$ cat src/hdl/urbe_pkg.sv
`timescale 1ns / 1ps
// Shared types and constants for the UART ring-buffer engine.
// Used by urbe_ctrl, urbe_datapath and uart_ring_buffer_engine; depends on nothing.

package urbe_pkg;

    // Operation codes carried in s_tuser
    localparam logic [1:0] OP_LINE_RX  = 2'd0;
    localparam logic [1:0] OP_TX_EMPTY = 2'd1;
    localparam logic [1:0] OP_HOST_RD  = 2'd2;
    localparam logic [1:0] OP_HOST_WR  = 2'd3;

    localparam int OP_W   = 2;
    localparam int BYTE_W = 8;

    // Default queue sizes in slots (one slot always kept empty)
    localparam int RX_DEPTH_DEF = 128;
    localparam int TX_DEPTH_DEF = 128;

    // Input beat: data [7:0], line_idle [8], zero fill to 16 bits
    localparam int IN_TDATA_W  = 16;
    localparam int IN_IDLE_BIT = 8;

    // Output beat layout, zero fill to 24 bits
    localparam int OUT_TDATA_W    = 24;
    localparam int OUT_RBYTE_LSB  = 0;
    localparam int OUT_RVALID_BIT = 8;
    localparam int OUT_SBYTE_LSB  = 9;
    localparam int OUT_SVALID_BIT = 17;
    localparam int OUT_IRQ_BIT    = 18;
    localparam int OUT_DROP_BIT   = 19;
    localparam int OUT_USED_W     = 20;

    // Controller to datapath commands
    typedef struct packed {
        logic capture;  // latch the incoming beat
        logic exec;     // update queues, pointers and interrupt enable
        logic load;     // build the result beat into the output register
    } cmd_t;

    // Datapath to controller status
    typedef struct packed {
        logic out_stall;  // output register holds a beat that is not taken this cycle
    } sts_t;

endpackage

$ cat src/hdl/urbe_ctrl.sv
`timescale 1ns / 1ps
// Sequencer for the UART ring-buffer engine: accept, execute, load result.
// Depends on urbe_pkg for the command and status structs.

module urbe_ctrl
(
    input  logic             clk,
    input  logic             rst_n,
    input  logic             in_valid,
    output logic             in_ready,
    input  urbe_pkg::sts_t   sts,
    output urbe_pkg::cmd_t   cmd
);

    localparam logic [1:0] ST_IDLE = 2'd0;
    localparam logic [1:0] ST_EXEC = 2'd1;
    localparam logic [1:0] ST_FORM = 2'd2;

    logic [1:0] state_reg;
    logic [1:0] state_next;

    // State register
    always_ff @(posedge clk or negedge rst_n)
    begin
        if (!rst_n)
        begin
            state_reg <= ST_IDLE;
        end
        else
        begin
            state_reg <= state_next;
        end
    end

    // Next state and commands
    always_comb
    begin
        state_next  = state_reg;
        in_ready    = 1'b0;
        cmd.capture = 1'b0;
        cmd.exec    = 1'b0;
        cmd.load    = 1'b0;
        unique case (state_reg)
            ST_IDLE:
            begin
                in_ready = 1'b1;
                if (in_valid)
                begin
                    cmd.capture = 1'b1;
                    state_next  = ST_EXEC;
                end
            end
            ST_EXEC:
            begin
                cmd.exec   = 1'b1;
                state_next = ST_FORM;
            end
            ST_FORM:
            begin
                // wait for room in the output register
                if (!sts.out_stall)
                begin
                    cmd.load   = 1'b1;
                    state_next = ST_IDLE;
                end
            end
            default:
            begin
                state_next = ST_IDLE;
            end
        endcase
    end

endmodule

$ cat src/hdl/urbe_datapath.sv
`timescale 1ns / 1ps
// Datapath of the UART ring-buffer engine: both byte queues, their pointers,
// the interrupt enable and the output register. Depends on urbe_pkg.

module urbe_datapath
#(
    parameter int RX_DEPTH = urbe_pkg::RX_DEPTH_DEF,
    parameter int TX_DEPTH = urbe_pkg::TX_DEPTH_DEF
)
(
    input  logic                               clk,
    input  logic                               rst_n,
    input  urbe_pkg::cmd_t                     cmd,
    output urbe_pkg::sts_t                     sts,
    input  logic [urbe_pkg::OP_W-1:0]          in_op,
    input  logic [urbe_pkg::BYTE_W-1:0]        in_data,
    input  logic                               in_idle,
    output logic                               out_valid,
    input  logic                               out_ready,
    output logic [urbe_pkg::OUT_TDATA_W-1:0]   out_data
);

    localparam int RX_AW = $clog2(RX_DEPTH);
    localparam int TX_AW = $clog2(TX_DEPTH);
    localparam logic [RX_AW-1:0] RX_LAST = RX_AW'(RX_DEPTH - 1);
    localparam logic [TX_AW-1:0] TX_LAST = TX_AW'(TX_DEPTH - 1);

    // Queue storage
    logic [urbe_pkg::BYTE_W-1:0] rx_mem [RX_DEPTH];
    logic [urbe_pkg::BYTE_W-1:0] tx_mem [TX_DEPTH];
    logic [urbe_pkg::BYTE_W-1:0] rx_rd_reg;
    logic [urbe_pkg::BYTE_W-1:0] tx_rd_reg;

    // Captured beat
    logic [urbe_pkg::OP_W-1:0]   op_reg;
    logic [urbe_pkg::BYTE_W-1:0] data_reg;
    logic                        idle_reg;

    // Pointers and interrupt enable
    logic [RX_AW-1:0] rx_head_reg, rx_tail_reg;
    logic [TX_AW-1:0] tx_head_reg, tx_tail_reg;
    logic [RX_AW-1:0] rx_head_inc, rx_tail_inc;
    logic [TX_AW-1:0] tx_head_inc, tx_tail_inc;
    logic             irq_reg;
    logic             irq_next;

    // Step outcome
    logic rx_wr, rx_rd, tx_wr, tx_rd, direct, drop;
    logic rvalid_reg, svalid_reg, direct_reg, drop_reg;

    // Output register
    logic                            out_valid_reg;
    logic [urbe_pkg::OUT_TDATA_W-1:0] out_data_reg;
    logic [urbe_pkg::BYTE_W-1:0]     rbyte;
    logic [urbe_pkg::BYTE_W-1:0]     sbyte;

    // Wrapping increments
    assign rx_head_inc = (rx_head_reg == RX_LAST) ? '0 : rx_head_reg + 1'b1;
    assign rx_tail_inc = (rx_tail_reg == RX_LAST) ? '0 : rx_tail_reg + 1'b1;
    assign tx_head_inc = (tx_head_reg == TX_LAST) ? '0 : tx_head_reg + 1'b1;
    assign tx_tail_inc = (tx_tail_reg == TX_LAST) ? '0 : tx_tail_reg + 1'b1;

    // Operation decode
    always_comb
    begin
        rx_wr    = 1'b0;
        rx_rd    = 1'b0;
        tx_wr    = 1'b0;
        tx_rd    = 1'b0;
        direct   = 1'b0;
        drop     = 1'b0;
        irq_next = irq_reg;
        unique case (op_reg)
            urbe_pkg::OP_LINE_RX:
            begin
                if (rx_head_inc != rx_tail_reg)
                    rx_wr = 1'b1;
                else
                    drop = 1'b1;
            end
            urbe_pkg::OP_TX_EMPTY:
            begin
                if (irq_reg)
                begin
                    if (tx_head_reg != tx_tail_reg)
                        tx_rd = 1'b1;
                    else
                        irq_next = 1'b0;
                end
            end
            urbe_pkg::OP_HOST_RD:
            begin
                rx_rd = (rx_head_reg != rx_tail_reg);
            end
            urbe_pkg::OP_HOST_WR:
            begin
                // no interrupt pending: hand the byte straight to the line
                if (!(idle_reg && irq_reg))
                begin
                    direct   = 1'b1;
                    irq_next = 1'b1;
                end
                else if (tx_head_inc != tx_tail_reg)
                    tx_wr = 1'b1;
                else
                    drop = 1'b1;
            end
            default:
            begin
                drop = 1'b0;
            end
        endcase
    end

    // Beat capture (payload, no reset)
    always_ff @(posedge clk)
    begin
        if (cmd.capture)
        begin
            op_reg   <= in_op;
            data_reg <= in_data;
            idle_reg <= in_idle;
        end
    end

    // Queue memories: one write and one registered read each
    always_ff @(posedge clk)
    begin
        if (cmd.exec && rx_wr)
            rx_mem[rx_head_reg] <= data_reg;
        if (cmd.exec && rx_rd)
            rx_rd_reg <= rx_mem[rx_tail_reg];
    end

    always_ff @(posedge clk)
    begin
        if (cmd.exec && tx_wr)
            tx_mem[tx_head_reg] <= data_reg;
        if (cmd.exec && tx_rd)
            tx_rd_reg <= tx_mem[tx_tail_reg];
    end

    // Pointers, interrupt enable and step flags
    always_ff @(posedge clk or negedge rst_n)
    begin
        if (!rst_n)
        begin
            rx_head_reg <= '0;
            rx_tail_reg <= '0;
            tx_head_reg <= '0;
            tx_tail_reg <= '0;
            irq_reg     <= 1'b1;
            rvalid_reg  <= 1'b0;
            svalid_reg  <= 1'b0;
            direct_reg  <= 1'b0;
            drop_reg    <= 1'b0;
        end
        else if (cmd.exec)
        begin
            if (rx_wr)
                rx_head_reg <= rx_head_inc;
            if (rx_rd)
                rx_tail_reg <= rx_tail_inc;
            if (tx_wr)
                tx_head_reg <= tx_head_inc;
            if (tx_rd)
                tx_tail_reg <= tx_tail_inc;
            irq_reg    <= irq_next;
            rvalid_reg <= rx_rd;
            svalid_reg <= tx_rd | direct;
            direct_reg <= direct;
            drop_reg   <= drop;
        end
    end

    // Result fields
    assign rbyte = rvalid_reg ? rx_rd_reg : '0;
    assign sbyte = !svalid_reg ? '0 : (direct_reg ? data_reg : tx_rd_reg);

    // Output register
    always_ff @(posedge clk or negedge rst_n)
    begin
        if (!rst_n)
        begin
            out_valid_reg <= 1'b0;
        end
        else if (cmd.load)
        begin
            out_valid_reg <= 1'b1;
        end
        else if (out_ready)
        begin
            out_valid_reg <= 1'b0;
        end
    end

    always_ff @(posedge clk)
    begin
        if (cmd.load)
        begin
            out_data_reg <= {(urbe_pkg::OUT_TDATA_W - urbe_pkg::OUT_USED_W)'(0),
                             drop_reg, irq_reg, svalid_reg, sbyte, rvalid_reg, rbyte};
        end
    end

    assign out_valid     = out_valid_reg;
    assign out_data      = out_data_reg;
    assign sts.out_stall = out_valid_reg && !out_ready;

endmodule

$ cat src/hdl/uart_ring_buffer_engine.sv
`timescale 1ns / 1ps
// UART ring-buffer engine: receive and transmit byte queues between line and host.
// An accepted input beat goes through the execute step, then the load step, which raises m_tvalid.
// One item at a time (accept, queue update with memory access, result load); no new beat is taken before the load.
// Result stalls hold the sequencer in its load step; s_tready stays low while an item is busy.
// Reset: asynchronous, active low; pointers cleared, transmit-empty interrupt enabled.
// Depends on urbe_pkg, urbe_ctrl and urbe_datapath.

module uart_ring_buffer_engine
#(
    parameter int RX_DEPTH = urbe_pkg::RX_DEPTH_DEF,
    parameter int TX_DEPTH = urbe_pkg::TX_DEPTH_DEF
)
(
    input  logic                               clk,
    input  logic                               rst_n,
    input  logic                               s_tvalid,
    output logic                               s_tready,
    // [7:0] data, [8] line_idle, [15:9] zero
    input  logic [urbe_pkg::IN_TDATA_W-1:0]    s_tdata,
    // [1:0] op
    input  logic [urbe_pkg::OP_W-1:0]          s_tuser,
    output logic                               m_tvalid,
    input  logic                               m_tready,
    // [7:0] read_byte, [8] read_valid, [16:9] send_byte, [17] send_valid,
    // [18] tx_irq_on, [19] dropped, [23:20] zero
    output logic [urbe_pkg::OUT_TDATA_W-1:0]   m_tdata
);

    urbe_pkg::cmd_t cmd;
    urbe_pkg::sts_t sts;

    urbe_ctrl u_ctrl
    (
        .clk      (clk),
        .rst_n    (rst_n),
        .in_valid (s_tvalid),
        .in_ready (s_tready),
        .sts      (sts),
        .cmd      (cmd)
    );

    urbe_datapath
    #(
        .RX_DEPTH (RX_DEPTH),
        .TX_DEPTH (TX_DEPTH)
    )
    u_datapath
    (
        .clk       (clk),
        .rst_n     (rst_n),
        .cmd       (cmd),
        .sts       (sts),
        .in_op     (s_tuser),
        .in_data   (s_tdata[urbe_pkg::BYTE_W-1:0]),
        .in_idle   (s_tdata[urbe_pkg::IN_IDLE_BIT]),
        .out_valid (m_tvalid),
        .out_ready (m_tready),
        .out_data  (m_tdata)
    );

    // One item in flight: an accepted beat closes the input for the next cycle
    a_one_in_flight: assert property (@(posedge clk) disable iff (!rst_n)
        s_tvalid && s_tready |=> !s_tready)
        else $error("input accepted while previous item still executing");

    // A step never both returns a host byte and sends one
    a_rd_send_excl: assert property (@(posedge clk) disable iff (!rst_n)
        m_tvalid |-> !(m_tdata[urbe_pkg::OUT_RVALID_BIT] && m_tdata[urbe_pkg::OUT_SVALID_BIT]))
        else $error("read and send reported in one result");

    // Sending a byte always leaves the transmit interrupt enabled
    a_send_irq: assert property (@(posedge clk) disable iff (!rst_n)
        m_tvalid && m_tdata[urbe_pkg::OUT_SVALID_BIT] |-> m_tdata[urbe_pkg::OUT_IRQ_BIT])
        else $error("byte sent with transmit interrupt disabled");

    // A dropped byte never goes to the line
    a_drop_nosend: assert property (@(posedge clk) disable iff (!rst_n)
        m_tvalid && m_tdata[urbe_pkg::OUT_DROP_BIT] |-> !m_tdata[urbe_pkg::OUT_SVALID_BIT])
        else $error("byte both dropped and sent");

endmodule

$ cat config.mk
export PLATFORM = sky130hd
export DESIGN_NAME = uart_ring_buffer_engine
export DESIGN_NICKNAME = d
export VERILOG_FILES = /design/src/hdl/urbe_pkg.sv /design/src/hdl/urbe_ctrl.sv /design/src/hdl/urbe_datapath.sv /design/src/hdl/uart_ring_buffer_engine.sv
export SDC_FILE = /design/constraint.sdc
export NUM_CORES = 2
export LEC_CHECK = 0
export BUFFER_PORTS_ARGS = -buffer_cell sky130_fd_sc_hd__buf_2
export CORE_MARGIN = 1
export CORE_UTILIZATION = 35
export CTS_CLUSTER_SIZE = 40
export DETAILED_ROUTE_END_ITERATION = 10
export GPL_ROUTABILITY_DRIVEN = 0
export PLACE_DENSITY = 0.49
export SLEW_MARGIN = 20
export SYNTH_ARGS = -nofsm -noshare
export SYNTH_HDL_FRONTEND = slang
export SYNTH_HIERARCHICAL = 1
export SYNTH_SLANG_ARGS = --single-unit
$ cat constraint.sdc
create_clock -name clk -period 10.87 [get_ports clk]
set_input_delay 1.087 -clock clk [delete_from_list [all_inputs] [get_ports clk]]
set_output_delay 1.087 -clock clk [all_outputs]
set_load 0.03 [all_outputs]
==> reports/metrics.cfg <==
[critical_path]
timing.rr.end=u_datapath/tx_rd_reg[5]
timing.rr.start=u_datapath/tx_tail_reg[0]
crit_end=u_datapath/tx_rd_reg[5]
arrival_ps=5580
worst_setup_path_startpoint=u_datapath/tx_tail_reg[0]
worst-r2r-cell-count=7
capturing_element_type_of_the_critical_path=flip-flop
worst-endpoint-required_ps=11430
worst-setup-path-type=flip-flop to flip-flop
path_max_fanout=97
worst-r2r-setup-slack_ps=5850
crit_path_start_kind=flip-flop

[power_and_ir_drop]
power.clock.fraction_pct=34.8
power.share.combinational_pct=19.3
power-per-cell-area_nw_per_um2=216
total_switching_power_mw=5.72
power.share.switching_pct=27.7
p_seq_share_pct=45.9
max-vdd-ir-drop_uv=170
p_int_mw=15.0
leakagePower_nw=28.8

[placed_design]
post_place_cell_area_sq_um=89100
dp_hpwl_mm=129
port_buffers=36

[layout]
drive_above_1_share_pct=27.1
area.growth.synth_to_final_pct=13.7
finalNetCount=4270
final_cell_area_sq_um=95900

[drt]
wl_met1_mm=100
iteration_0_drc_markers=3897
drcViolationCount=0
route.vias.total=41100
detailroute.wirelength.met2_mm=104
route.top_layer_used=met5
drtAntennaViolNets=0
drt-pass1-iter-count=6
vias_per_cell=5.41
routed_wirelength_mm=220
routedWlPerCell_um=29.0
met3RoutedLength_mm=11.7

[synth]
synth_cells=4030
synth_seq_cells=2131
synth_simple_gate_area_share_pct=3.92
syn_avg_cell_area_sq_um=20.9
postSynth.asyncResetShare_pct=1.69
synth.area.top_cells=sky130_fd_sc_hd__edfxtp_1 (75%), sky130_fd_sc_hd__mux4_2 (14%), sky130_fd_sc_hd__mux2i_1 (1.6%)
post_synth_instance_area_sq_um=84400
synth_edf_count=2095
synth_top_family_by_area=multiplexers
synthDominantAreaCellType=sky130_fd_sc_hd__edfxtp_1
synth_adder_area_share_pct=0.119
synthesis.yosys.warnings=6
synth_flop_cell=sky130_fd_sc_hd__edfxtp_1
share_of_cell_area_taken_by_muxes_after_synthesis_pct=16.1
seq_area_frac_synth_pct=75.6
netlist-cell-type-count=74
yosys.area.top_type_share_pct=74.6
synth-compound-area-share_pct=2.25
yosys.area_share.xor_xnor_pct=0.332

[cts]
postCtsResizedCells=0
worstSkewPairLatency_ps=860
buffers_from_clock_root_to_sink_at_most=3
cts_setup_buffers=0
cts.sink_count=2131
clkSlewWorstSetupHoldPaths_ps=60
clk_root_buffer_cell=sky130_fd_sc_hd__clkbuf_16
cts_buffers=217
cts_hold_buf=0
cts.htree.levels=4
tritoncts=yes

[grt]
grtUsageTotal_pct=18.1
initial_antenna_violation_count=10
vias_in_the_first_global_route=41800
first_pass_grt_wire_length_mm=316
maximum_number_of_pins_on_one_net_before_global_route_repair=198
gr-total-overflow=0

[die]
die_height_um=493
initial_core_util_pct=35.3
coreArea_sq_um=239000
row_count=179
boundaryPins=48
floorplan.die.width_um=493
floorplan.die_area_sq_um=243000

[sta]
period_share_pct=46.2
period_minus_slack_ps=5020
max-slew-margin-rel_pct=19.5
worst_pin_slew_ps=1210
rsz0062_at_grt=no
report.final.slew_viol_count=0
fmax_ghz=0.199
final_hold_viol_count=0
worst_clock_skew_ps=52.9
setup_viol=0
fin_tns_setup_ps=0

[min_path]
worst_hold_path_type=primary input to asynchronous set/reset pin

[outcome]
outcome=complete, no violations

[run]
max_cap_viol_count=0

-- cell type report --
class,instances,area (sq um)
clock buffer,288,5800
sequential,2131,63800
multi-input combinational,1632,19500
timing repair buffer,235,1770
antenna,1,2.50
clock inverter,111,992
inverter,23,86.3
tap,3167,3960
fill,21300,143000
-- power groups by stage --
stage / Clock [mW] / Combinational [mW] / Sequential, mW
4_1_cts: 7.38 / 4.06 / 9.50
3_3_place_gp: 0 / 4.05 / 9.67
2_1_floorplan: 0 / 2.65 / 9.72
5_1_grt: 7.67 / 4.24 / 9.51
3_5_place_dp: 0 / 4.06 / 9.68
6_report: 7.20 / 4.00 / 9.49
-- stage by stage --
| step | power, mW | hold WS, ps | cells | worst slack, ps | utilization, % |
|---|---|---|---|---|---|
| floorplan | 12.4 | 425 | 4033 | 6810 | - |
| global placement | 13.7 | 443 | 7187 | 5740 | 37.3 |
| detailed placement | 13.7 | 449 | 7187 | 5750 | 37.3 |
| CTS | 20.9 | 288 | 7586 | 5730 | 40.2 |
| global route | 21.4 | 323 | 7588 | 5610 | 40.2 |
| finish | 20.7 | 328 | 7588 | 5850 | 40.2 |
-- kinds of logic after synthesis --
family                     Yosys count
and+or+nand+nor                    615
DFF                               2131
muxes                              695
AOI/OAI and AO/OA                  278
other                                1
adders and majority gates            8
buffers and inverters              270
xor gates and xnor gates            32
-- worst min path at each step --
stage	startpoint	to	slack (ps)	depth (start not counted)
after floorplan	u_datapath/drop_reg	u_datapath/out_data[19]	420	0
after global placement	u_datapath/drop_reg	u_datapath/out_data[19]	440	0
after detailed placement	u_datapath/drop_reg	u_datapath/out_data[19]	450	0
after CTS	rst_n	u_datapath/out_valid	290	2
after global routing	rst_n	u_ctrl/state_reg[0]	320	2
final	rst_n	u_datapath/out_valid	330	2
-- routing by layer --
metal / GRT usage (%) / vias to the layer above
li1: - / 17300
met1: 26.5 / 22400
met2: 28.3 / 1157
met3: 2.69 / 267
met4: 4.64 / 2
met5: 0 / -
-- synth_stat cells, types with 23 or more instances --
master / count
sky130_fd_sc_hd__nor2_1: 132
sky130_fd_sc_hd__mux2i_1: 137
sky130_fd_sc_hd__o21ai_0: 48
sky130_fd_sc_hd__buf_4: 34
sky130_fd_sc_hd__and2_1: 23
sky130_fd_sc_hd__nand2_1: 106
sky130_fd_sc_hd__nor3_2: 57
sky130_fd_sc_hd__dfrtp_1: 35
sky130_fd_sc_hd__a21oi_1: 50
sky130_fd_sc_hd__nor3_1: 119
sky130_fd_sc_hd__clkbuf_1: 79
sky130_fd_sc_hd__buf_2: 106
sky130_fd_sc_hd__nand3_1: 47
sky130_fd_sc_hd__a211oi_1: 28
sky130_fd_sc_hd__nor2b_1: 38
sky130_fd_sc_hd__a22oi_1: 24
sky130_fd_sc_hd__edfxtp_1: 2095
sky130_fd_sc_hd__mux4_2: 529
sky130_fd_sc_hd__mux2_2: 27
-- worst max-delay path, cell delays in order (launching register included) --
cell                      delay (ps)
sky130_fd_sc_hd__dfrtp_4         830
sky130_fd_sc_hd__buf_4           730
sky130_fd_sc_hd__buf_12          710
sky130_fd_sc_hd__mux4_2          630
sky130_fd_sc_hd__mux4_2          570
sky130_fd_sc_hd__a22o_1          330
sky130_fd_sc_hd__nor4_1          590
sky130_fd_sc_hd__a31oi_1         130
-- layout by cell type, fill, tap and decap left out, types with 23 or more instances in the layout --
cell                        count
sky130_fd_sc_hd__nor3_1       109
sky130_fd_sc_hd__mux2_2        27
sky130_fd_sc_hd__mux2i_1      137
sky130_fd_sc_hd__clkbuf_1      64
sky130_fd_sc_hd__buf_4        190
sky130_fd_sc_hd__a211oi_1      28
sky130_fd_sc_hd__nor2_1       132
sky130_fd_sc_hd__a21oi_1       50
sky130_fd_sc_hd__o21ai_0       48
sky130_fd_sc_hd__clkinv_1      46
sky130_fd_sc_hd__and2_1        23
sky130_fd_sc_hd__edfxtp_1    2095
sky130_fd_sc_hd__nor2b_1       38
sky130_fd_sc_hd__a22oi_1       24
sky130_fd_sc_hd__buf_2         36
sky130_fd_sc_hd__clkbuf_16    220
sky130_fd_sc_hd__nand2_1      106
sky130_fd_sc_hd__nor3_2        67
sky130_fd_sc_hd__dfrtp_1       25
sky130_fd_sc_hd__clkinv_2      34
sky130_fd_sc_hd__mux4_2       529
sky130_fd_sc_hd__nand3_1       46
(Power assumes the default switching activity.)
